===== src/hdl/lfs_pkg.sv =====
// Shared types, byte codes and field length constants for the log field splitter.
// No dependencies; every other file in the project imports this package.
package lfs_pkg;

    // Longest field length that is counted before the count saturates.
    localparam int MAX_FIELD_LEN = 4096;
    localparam int LEN_W         = $clog2(MAX_FIELD_LEN + 1);
    localparam int FIELD_LEN_W   = 13;

    localparam logic [7:0] BYTE_ESC      = 8'h5C;
    localparam logic [7:0] BYTE_QUOTE    = 8'h22;
    localparam logic [7:0] BYTE_LBRACK   = 8'h5B;
    localparam logic [7:0] BYTE_RBRACK   = 8'h5D;
    localparam logic [7:0] DELIM_DEFAULT = 8'h20;

    typedef enum logic [1:0] {
        MODE_PLAIN   = 2'd0,
        MODE_QUOTE   = 2'd1,
        MODE_BRACKET = 2'd2
    } t_span_mode;

    // Tokenizer state carried from one byte to the next.
    typedef struct packed {
        logic             escape_pending;
        t_span_mode       span_mode;
        logic [LEN_W-1:0] pending_length;
    } t_state;

    // Per-byte result flags and length.
    typedef struct packed {
        logic                   keep;
        logic                   field_done;
        logic [FIELD_LEN_W-1:0] field_length;
    } t_result;

endpackage


===== src/hdl/lfs_step.sv =====
// Combinational next-state and result logic for one byte of the splitter.
// Depends on lfs_pkg for the state and result types and the byte codes.
module lfs_step (
    input  lfs_pkg::t_state  i_state,
    input  logic [7:0]       i_delimiter,
    input  logic [7:0]       i_byte,
    input  logic             i_eol,
    output lfs_pkg::t_state  o_next,
    output lfs_pkg::t_result o_result
);
    import lfs_pkg::*;

    logic             is_esc;
    logic             is_quote;
    logic             is_lbrack;
    logic             is_closer;
    logic             is_delim;
    logic             keep;
    logic             close_now;
    logic             clear_len;
    logic [LEN_W-1:0] close_len;
    logic [LEN_W-1:0] base_len;
    logic [LEN_W-1:0] after_len;
    t_span_mode       mode_after;
    logic [31:0]      len_wide;

    // Byte classification against the fixed codes and the delimiter.
    always_comb begin
        is_esc    = (i_byte == BYTE_ESC);
        is_quote  = (i_byte == BYTE_QUOTE);
        is_lbrack = (i_byte == BYTE_LBRACK);
        is_delim  = (i_byte == i_delimiter);
        unique case (i_state.span_mode)
            MODE_QUOTE:   is_closer = is_quote;
            MODE_BRACKET: is_closer = (i_byte == BYTE_RBRACK);
            default:      is_closer = 1'b0;
        endcase
    end

    // Span mode and field closing decision, in priority order.
    always_comb begin
        keep       = 1'b0;
        close_now  = 1'b0;
        clear_len  = 1'b0;
        mode_after = i_state.span_mode;
        if (i_state.escape_pending) begin
            keep = 1'b1;
        end else if (is_esc) begin
            keep = 1'b1;
        end else if (i_state.span_mode == MODE_QUOTE || i_state.span_mode == MODE_BRACKET) begin
            if (is_closer) begin
                close_now  = 1'b1;
                clear_len  = 1'b1;
                mode_after = MODE_PLAIN;
            end else begin
                keep = 1'b1;
            end
        end else begin
            mode_after = MODE_PLAIN;
            if (is_quote) begin
                mode_after = MODE_QUOTE;
            end else if (is_lbrack) begin
                mode_after = MODE_BRACKET;
            end else if (is_delim) begin
                close_now = (i_state.pending_length != '0);
                clear_len = 1'b1;
            end else begin
                keep = 1'b1;
            end
        end
    end

    // Length bookkeeping with saturation at the maximum field length.
    always_comb begin
        base_len = clear_len ? '0 : i_state.pending_length;
        if (!keep) begin
            after_len = base_len;
        end else if (base_len < LEN_W'(MAX_FIELD_LEN)) begin
            after_len = base_len + LEN_W'(1);
        end else begin
            after_len = LEN_W'(MAX_FIELD_LEN);
        end
    end

    // Next state: the end of a line returns everything to reset.
    always_comb begin
        if (i_eol) begin
            o_next.escape_pending = 1'b0;
            o_next.span_mode      = MODE_PLAIN;
            o_next.pending_length = '0;
        end else begin
            o_next.escape_pending = !i_state.escape_pending && is_esc;
            o_next.span_mode      = mode_after;
            o_next.pending_length = after_len;
        end
    end

    // Result: a field closed by this byte wins over the end-of-line flush.
    always_comb begin
        if (close_now) begin
            close_len = i_state.pending_length;
        end else if (i_eol) begin
            close_len = after_len;
        end else begin
            close_len = '0;
        end
        len_wide              = 32'(close_len);
        o_result.keep         = keep;
        o_result.field_done   = close_now || (i_eol && after_len != '0);
        o_result.field_length = len_wide[FIELD_LEN_W-1:0];
    end

endmodule


===== src/hdl/log_field_splitter.sv =====
// Log field splitter: one byte of a log line in, one tagged byte out.
// An accepted request's result appears on the output register in the next cycle.
// Throughput is one byte per cycle; the output register holds a stalled result
// while the next byte waits at the input, so a stall reaches the input at once.
// Synchronous active-low reset clears the span state, the length count and the
// output valid, and sets the delimiter to a space.
module log_field_splitter (
    input  logic                            i_clk,
    input  logic                            i_rst_n,
    input  logic                            i_cfg_valid,
    input  logic [7:0]                      i_cfg_data,
    output logic                            o_cfg_ready,
    input  logic                            i_in_valid,
    input  logic [7:0]                      i_in_byte,
    input  logic                            i_end_of_line,
    output logic                            o_in_stall,
    output logic                            o_out_valid,
    output logic [7:0]                      o_out_byte,
    output logic                            o_keep,
    output logic                            o_field_done,
    output logic [lfs_pkg::FIELD_LEN_W-1:0] o_field_length,
    output logic                            o_line_done,
    input  logic                            i_out_stall
);
    import lfs_pkg::*;

    logic       cfg_write;
    logic [7:0] r_delimiter;
    t_state     r_state;
    t_state     n_state;
    t_result    n_result;
    t_result    r_result;
    logic       r_out_valid;
    logic [7:0] r_out_byte;
    logic       r_line_done;
    logic       in_accept;

    assign o_cfg_ready     = 1'b1;
    assign cfg_write       = i_cfg_valid && o_cfg_ready;
    assign o_in_stall      = r_out_valid && i_out_stall;
    assign in_accept       = i_in_valid && !o_in_stall;

    // Delimiter configuration register.
    always_ff @(posedge i_clk) begin
        if (!i_rst_n) begin
            r_delimiter <= DELIM_DEFAULT;
        end else if (cfg_write) begin
            r_delimiter <= i_cfg_data;
        end
    end

    lfs_step u_step (
        .i_state     (r_state),
        .i_delimiter (r_delimiter),
        .i_byte      (i_in_byte),
        .i_eol       (i_end_of_line),
        .o_next      (n_state),
        .o_result    (n_result)
    );

    // Tokenizer state advances on every accepted request.
    always_ff @(posedge i_clk) begin
        if (!i_rst_n) begin
            r_state.escape_pending <= 1'b0;
            r_state.span_mode      <= MODE_PLAIN;
            r_state.pending_length <= '0;
        end else if (in_accept) begin
            r_state <= n_state;
        end
    end

    // Output register valid.
    always_ff @(posedge i_clk) begin
        if (!i_rst_n) begin
            r_out_valid <= 1'b0;
        end else if (!o_in_stall) begin
            r_out_valid <= i_in_valid;
        end
    end

    // Output register payload.
    always_ff @(posedge i_clk) begin
        if (in_accept) begin
            r_out_byte  <= i_in_byte;
            r_line_done <= i_end_of_line;
            r_result    <= n_result;
        end
    end

    assign o_out_valid    = r_out_valid;
    assign o_out_byte     = r_out_byte;
    assign o_keep         = r_result.keep;
    assign o_field_done   = r_result.field_done;
    assign o_field_length = r_result.field_length;
    assign o_line_done    = r_line_done;

endmodule


===== config.mk =====
export PLATFORM = sky130hd
export DESIGN_NAME = log_field_splitter
export DESIGN_NICKNAME = d
export VERILOG_FILES = /design/src/hdl/lfs_pkg.sv /design/src/hdl/lfs_step.sv /design/src/hdl/log_field_splitter.sv
export SDC_FILE = /design/constraint.sdc
export NUM_CORES = 1
export LEC_CHECK = 0
export ABC_AREA = 1
export BUFFER_PORTS_ARGS = -buffer_cell sky130_fd_sc_hd__buf_2
export CAP_MARGIN = 15
export CORE_MARGIN = 2
export CORE_UTILIZATION = 51
export DETAILED_ROUTE_END_ITERATION = 10
export PLACE_DENSITY = 0.84
export SETUP_SLACK_MARGIN = 0.4
export SLEW_MARGIN = 15
export SYNTH_ARGS = -nofsm -noshare
export SYNTH_HDL_FRONTEND = slang
export SYNTH_SLANG_ARGS = --single-unit

===== constraint.sdc =====
create_clock -name i_clk -period 2.93 [get_ports i_clk]
set_input_delay 0.586 -clock i_clk [delete_from_list [all_inputs] [get_ports i_clk]]
set_output_delay 0.586 -clock i_clk [all_outputs]
set_load 0.05 [all_outputs]

==> results of run 1 <==
## Yosys cell counts, types with 4 or more instances
library cell,n,area (sq um)
edfxtp_1,24,720.7
nor2_4,4,45.04
nor2_1,32,120.1
nand3_1,25,125.1
o21ai_0,13,65.06
nor2_2,8,50.05
o22ai_1,10,62.56
a21oi_1,28,140.1
clkbuf_1,4,15.01
nand4_1,12,75.07
nand2_2,6,37.54
inv_2,6,22.52
nand2_1,112,420.4
inv_1,52,195.2
dfxtp_1,25,500.5
## cell type report
type                    count  area [sq um]
clock buffers               6         82.58
clock inverters             2         13.76
fillers                   431          1800
inverters                  60         254.0
multi-input cells         270          1505
flip-flops and latches     49          1224
well taps                  72         90.09
repair buffers             73         469.2
## cell families (layout without fill, tap and decap cells)
kind of cell | count (synthesis) | after routing | synth area share
flops | 49 | 49 | 0.4315
simple gates | 211 | 211 | 0.3515
fa+ha+maj | 3 | 3 | 0.01326
other cells | 1 | 1 | 0.001325
buf+inv | 69 | 141 | 0.09991
compound gates | 55 | 55 | 0.1026
## path summary, 6_finish.rpt
path	start	endpoint	slack, ns	cells past startpoint
hold reg to reg	r_delimiter[1]	r_delimiter[1]	0.48	2
setup / recovery	i_in_byte[1]	o_field_done	0.21	23
setup reg to reg	r_state[13]	o_field_done	0.24	23
hold / removal	r_delimiter[1]	r_delimiter[1]	0.48	2
## power breakdown
| part | switching (mW) | internal, mW |
|---|---|---|
| logic | 0.171 | 0.0629 |
| clock network | 0.225 | 0.192 |
| registers | 0.0102 | 0.746 |
## metrics by stage
stage / utilization / instances / worst slack [ns] / TNS (ns)
2_1_floorplan: - / 388 / 0.2206 / 0
3_3_place_gp: 0.6135 / 519 / 0.04178 / 0
3_5_place_dp: 0.6135 / 519 / -0.03305 / -0.06527
4_1_cts: 0.6400 / 528 / 0.4038 / 0
5_1_grt: 0.6690 / 532 / -0.04029 / -0.04029
6_report: 0.6690 / 532 / 0.2110 / 0
## registers in the layout (all words and copies together) (netlist names)
signal,flops
r_delimiter,8
o_out_byte,8
o_keep,1
o_out_valid,1
o_field_length,13
r_state,16
o_line_done,1
o_field_done,1
## critical path, stage by stage
cell and delay [ns]:
buf_6 0.10, inv_2 0.04, nor2_2 0.14, nand2_1 0.08, nor2_2 0.12, nor2_1 0.06
nand3_2 0.07, nand2_4 0.07, nand2_4 0.09, inv_4 0.04, nor2_4 0.12, ha_4 0.15
inv_2 0.04, nor2_4 0.13, nand3_4 0.10, nor2_4 0.21, nand3_2 0.11, nand2_2 0.09
nand3_2 0.07, nor2_1 0.13, nand2_1 0.09, nand2_1 0.08, nand2_1 0.04
## routing by layer
layer | global-route usage | vias to the layer above | part of all wire
met5 | 0 | - | 0
met4 | 0.1579 | 0 | 0.051
met3 | 0.04713 | 42 | 0.069
met2 | 0.4164 | 157 | 0.50
met1 | 0.2795 | 1337 | 0.38
li1 | - | 1400 | -
## what timing repair did
item,CTS,global route
pin swaps,6,29
setup buffers,1,4
setup endpoints to repair,3,8
gates resized for setup,13,41
==> flow_metrics.py, run 1 <==
metrics = {
    "routing": {
        "ant_nets": 0,
        "drc": 0,
        "wirelength_microns": 7501,
        "via_per_inst": 5.519,
        "wl_per_cell_microns": 14.10,
        "dr_total_vias": 2936,
        "drtIter0Drc": 202,
        "dr.pass1.iters": 6,
    },
    "placed_design": {
        "dpl_cell_area_sq_mm": 0.003337,
        "globalplace.congestion": 0.8925,
        "dp_hpwl_microns": 5250,
        "port_buffers": 47,
    },
    "clocking": {
        "clk_path_buf_depth": 2,
        "ctsHoldBuffers": 0,
        "cts.sinks": 49,
        "h-tree-depth": 2,
        "cts_tree": "done",
        "clock_latency_ns": 0.31,
        "cts.clk_slew.worst_paths_ns": 0.09,
        "cts_root_buf": "clkbuf_8",
        "cts_made_buffers": 5,
    },
    "synthesis": {
        "syn-instance-count": 388,
        "synth_enable_flop_cells": 24,
        "synth-seq-cells": 49,
        "synth_cell_type_count": 30,
        "yosysWarnings": 0,
        "synth_nets": 413,
        "synth_flop_cell": "dfxtp_1",
        "async_flop_share": 0,
        "yosysSeqAreaShare": 0.4315,
        "syn_area_sq_mm": 0.002830,
        "avgSynthCellArea_sq_um": 7.294,
    },
    "die": {
        "die_y_microns": 78.50,
        "die_x_microns": 78.50,
        "ios": 49,
        "dieArea_sq_mm": 0.006161,
        "start_util": 0.5204,
        "fp-row-count": 27,
        "core_area_sq_mm": 0.005439,
    },
    "global_route": {
        "grt_pass1_vias": 2705,
        "grt_overflow": 0,
        "grt_antenna_before_repair": 0,
        "grt_pass1_wl_microns": 11870,
        "grt_use_total": 0.2444,
        "grt_max_degree": 27,
    },
    "power_and_ir_drop": {
        "irDropWorstVdd_mv": 0.2708,
        "pwr_density_cell_mw_per_mm2": 386.8,
        "total_power_mw": 1.407,
        "p_leak_nw": 1.533,
    },
    "critical_path": {
        "critical_path_arrival_ns": 2.77,
        "crit_path_start_kind": "primary input",
        "crit_fanout": 5,
        "crit_path_end_kind": "register",
        "crit_type": "primary input to register",
        "cp.required_ns": 2.98,
    },
    "timing": {
        "period_share": 0.9280,
        "period_needed_ns": 2.719,
        "tightest_slew_ns": 0.5986,
        "finClkSkew_ns": 0.01256,
        "rsz0062_at_grt": "true",
        "timing.fmax_ghz": 0.3678,
        "setup_viol": 0,
        "hold_viol_final": 0,
        "fin_hold_ws_ns": 0.4775,
        "slew_violations": 0,
        "slew-limit-headroom": 0.5984,
    },
    "layout": {
        "fin_nets": 484,
        "mostFrequentLayoutCells": "nand2_1, inv_1, buf_2",
        "final_area_sq_mm": 0.003638,
        "drive_gt1_frac": 0.3435,
        "final_common_cell": "nand2_1",
        "syn_to_final_growth_pct": 28.56,
        "antenna_cells": 0,
    },
    "min_path": {
        "min_path_type": "register to register",
    },
    "job": {
        "maxCapViolCount": 0,
    },
    "run_status": {
        "status": "finished clean",
    },
}
Note: power is estimated with default switching activity, not from simulation.
==> run 2, diff against run 1 <==
- CELL_PAD_IN_SITES_DETAIL_PLACEMENT: unset -> 1
- CELL_PAD_IN_SITES_GLOBAL_PLACEMENT: unset -> 2
- CORE_UTILIZATION: 51 -> 28
- PLACE_DENSITY: 0.84 -> 0.82
==> run 2 against run 1 <==
Hold slack worse by 0.011 ns; utilization down 26 points; die area up 77%; cell count up 16%; clock power about the same; sequential share of layout area down 2.6 points; final area up 8.6%; sequential cell count unchanged; power up 1.5%.
==> flow_metrics.py, run 2 (same netlist as run 1, synthesis figures left out) <==
metrics = {
    "critical_path": {
        "path_cells": "buf_6 -> buf_4 -> nand2_1 -> nand2_1 -> nor2_2 -> nand2_2 -> inv_1 -> nand3_2 -> nand2_4 -> nand2_4 -> nand2_4 -> inv_2 -> ha_4 -> nand2_2 -> nand2_1 -> nand3_2 -> nand3_1 -> nor2_1 -> nand3_2 -> nor2_2 -> nand2_1 -> nand2_1 -> nand2_1",
        "crit_fanout": 5,
        "cpMostUsedCell": "nand2_1",
        "rr_worst_depth": 20,
        "crit_path_end_kind": "register",
        "crit_type": "primary input to register",
        "crit_path_start_kind": "primary input",
        "max_stage_delay_ns": 0.16,
        "cp.required_ns": 3.01,
        "worstReg2RegStart": "r_state[13]",
        "cp_slowest_cell": "ha_4",
        "worstReg2RegEnd": "o_field_done",
        "r2r_slack_ns": 0.41,
        "critical_path_arrival_ns": 2.63,
    },
    "routing": {
        "ant_nets": 0,
        "wl_per_cell_microns": 14.54,
        "drc": 0,
        "dr.pass1.iters": 4,
        "dr_total_vias": 2910,
        "wirelength_microns": 8944,
        "drtIter0Drc": 118,
        "via_per_inst": 4.732,
    },
    "timing": {
        "final.setup.worst_slack_ns": 0.3769,
        "rsz0062_at_grt": "true",
        "slew_violations": 0,
        "period_needed_ns": 2.553,
        "period_share": 0.8714,
        "setup_viol": 0,
        "finClkSkew_ns": 0.01221,
        "tightest_slew_ns": 0.6493,
        "slew-limit-headroom": 0.5644,
        "hold_viol_final": 0,
        "timing.fmax_ghz": 0.3917,
    },
    "clocking": {
        "clock_latency_ns": 0.31,
        "cts_made_buffers": 5,
        "cts_tree": "done",
        "cts.sinks": 49,
        "cts.clk_slew.worst_paths_ns": 0.10,
        "h-tree-depth": 2,
        "clk_path_buf_depth": 2,
        "cts_root_buf": "clkbuf_8",
    },
    "run_status": {
        "status": "finished clean",
    },
    "placed_design": {
        "dp_worst_setup_slack_ns": -0.1649,
        "dp_hpwl_microns": 6413,
        "port_buffers": 47,
        "globalplace.congestion": 0.8363,
    },
    "min_path": {
        "hold_depth": 1,
        "holdPathEnd": "o_out_byte[7]",
        "hold_start": "i_in_byte[7]",
        "min_path_type": "primary input to register",
    },
    "layout": {
        "syn_to_final_growth_pct": 39.61,
        "largest-register": "r_state",
        "fillerInstances": 1231,
        "mostFrequentLayoutCells": "nand2_1, buf_4, inv_1",
        "final_common_cell": "nand2_1",
        "post-route-util": 0.4043,
        "drive_gt1_frac": 0.3880,
        "antenna_cells": 0,
        "fin_nets": 506,
        "largest_register_ffs": 16,
    },
    "global_route": {
        "grt_antenna_before_repair": 0,
        "grt_max_degree": 27,
        "grt_overflow": 0,
        "grt_pass1_vias": 3127,
        "grt_pass1_wl_microns": 14970,
        "grt_use_total": 0.1692,
    },
    "power_and_ir_drop": {
        "pwr_density_cell_mw_per_mm2": 361.4,
        "p_leak_nw": 1.659,
        "irDropWorstVdd_mv": 0.1589,
    },
    "die": {
        "ios": 49,
        "die_y_microns": 104.5,
        "core_area_sq_mm": 0.009774,
        "dieArea_sq_mm": 0.01093,
        "start_util": 0.2896,
        "die_x_microns": 104.5,
        "fp-row-count": 36,
    },
    "job": {
        "maxCapViolCount": 0,
    },
}
[run 2: cell count changes in the layout (fill, tap and decap cells not counted), moves of 2 or more]
cell,previous run,this run
nand2_1,103,99
buf_12,0,2
nand2_2,13,15
nor2_1,21,19
nor2_4,8,11
nand2_4,4,6
buf_4,28,48
[run 2: critical path: cells and delay by family]
family	cells	cell delay, ns
and+or+nand+nor	18	1.51
buffers and inverters	4	0.37
adders and majority gates	1	0.16
[run 2: layout make-up]
class                   count  area, sq um  share of cell area
clock buffers               5        68.82             0.01742
clock inverters             3        17.52            0.004433
inverters                  60        254.0             0.06428
multi-input cells         270         1555              0.3936
flip-flops and latches     49         1226              0.3103
well taps                 133        166.4             0.04212
repair buffers             95        663.1              0.1678
[run 2: repair_timing]
item,CTS,global route
setup endpoints to repair,9,10
pin swaps,27,14
hold buffers,0,0
setup buffers,11,3
resized for setup,56,18
[run 2: where the power goes]
group          switching (mW)  internal, mW  leakage (nW)
combinational           0.179        0.0748          1.18
sequential             0.0102         0.746         0.440
clock                   0.252         0.166        0.0439
total                   0.442         0.986          1.66
[run 2: metal layers]
| metal | GRT usage | wire (microns) |
|---|---|---|
| met3 | 0.02433 | 230 |
| met4 | 0.05985 | 144 |
| met2 | 0.3044 | 4586 |
| met1 | 0.2044 | 3983 |
| met5 | 0 | 0 |
[run 2: how the worst max path moves through the flow]
stage,startpoint,to,slack (ns),cells past startpoint
floorplan,i_in_byte[5],o_field_done,0.22,24
global placement,i_in_byte[5],o_field_done,-0.05,23
detailed placement,i_in_byte[5],o_field_done,-0.16,23
CTS,i_in_byte[0],o_field_done,0.40,22
global route,i_in_byte[3],o_field_done,0.18,23
finish,i_in_byte[3],o_field_done,0.38,23
[run 2: per-stage QoR]
step                area [sq um]  TNS (ns)  power, mW  cells  hold WS, ns
finish                      3951         0      1.428    615       0.4668
global route                3951         0      1.500    615       0.4536
CTS                         3871         0      1.445    612       0.4604
detailed placement          3511   -0.4649      1.005    593       0.4667
global placement            3511  -0.09075      1.001    593       0.4569
floorplan                   2912         0     0.9245    388       0.4474
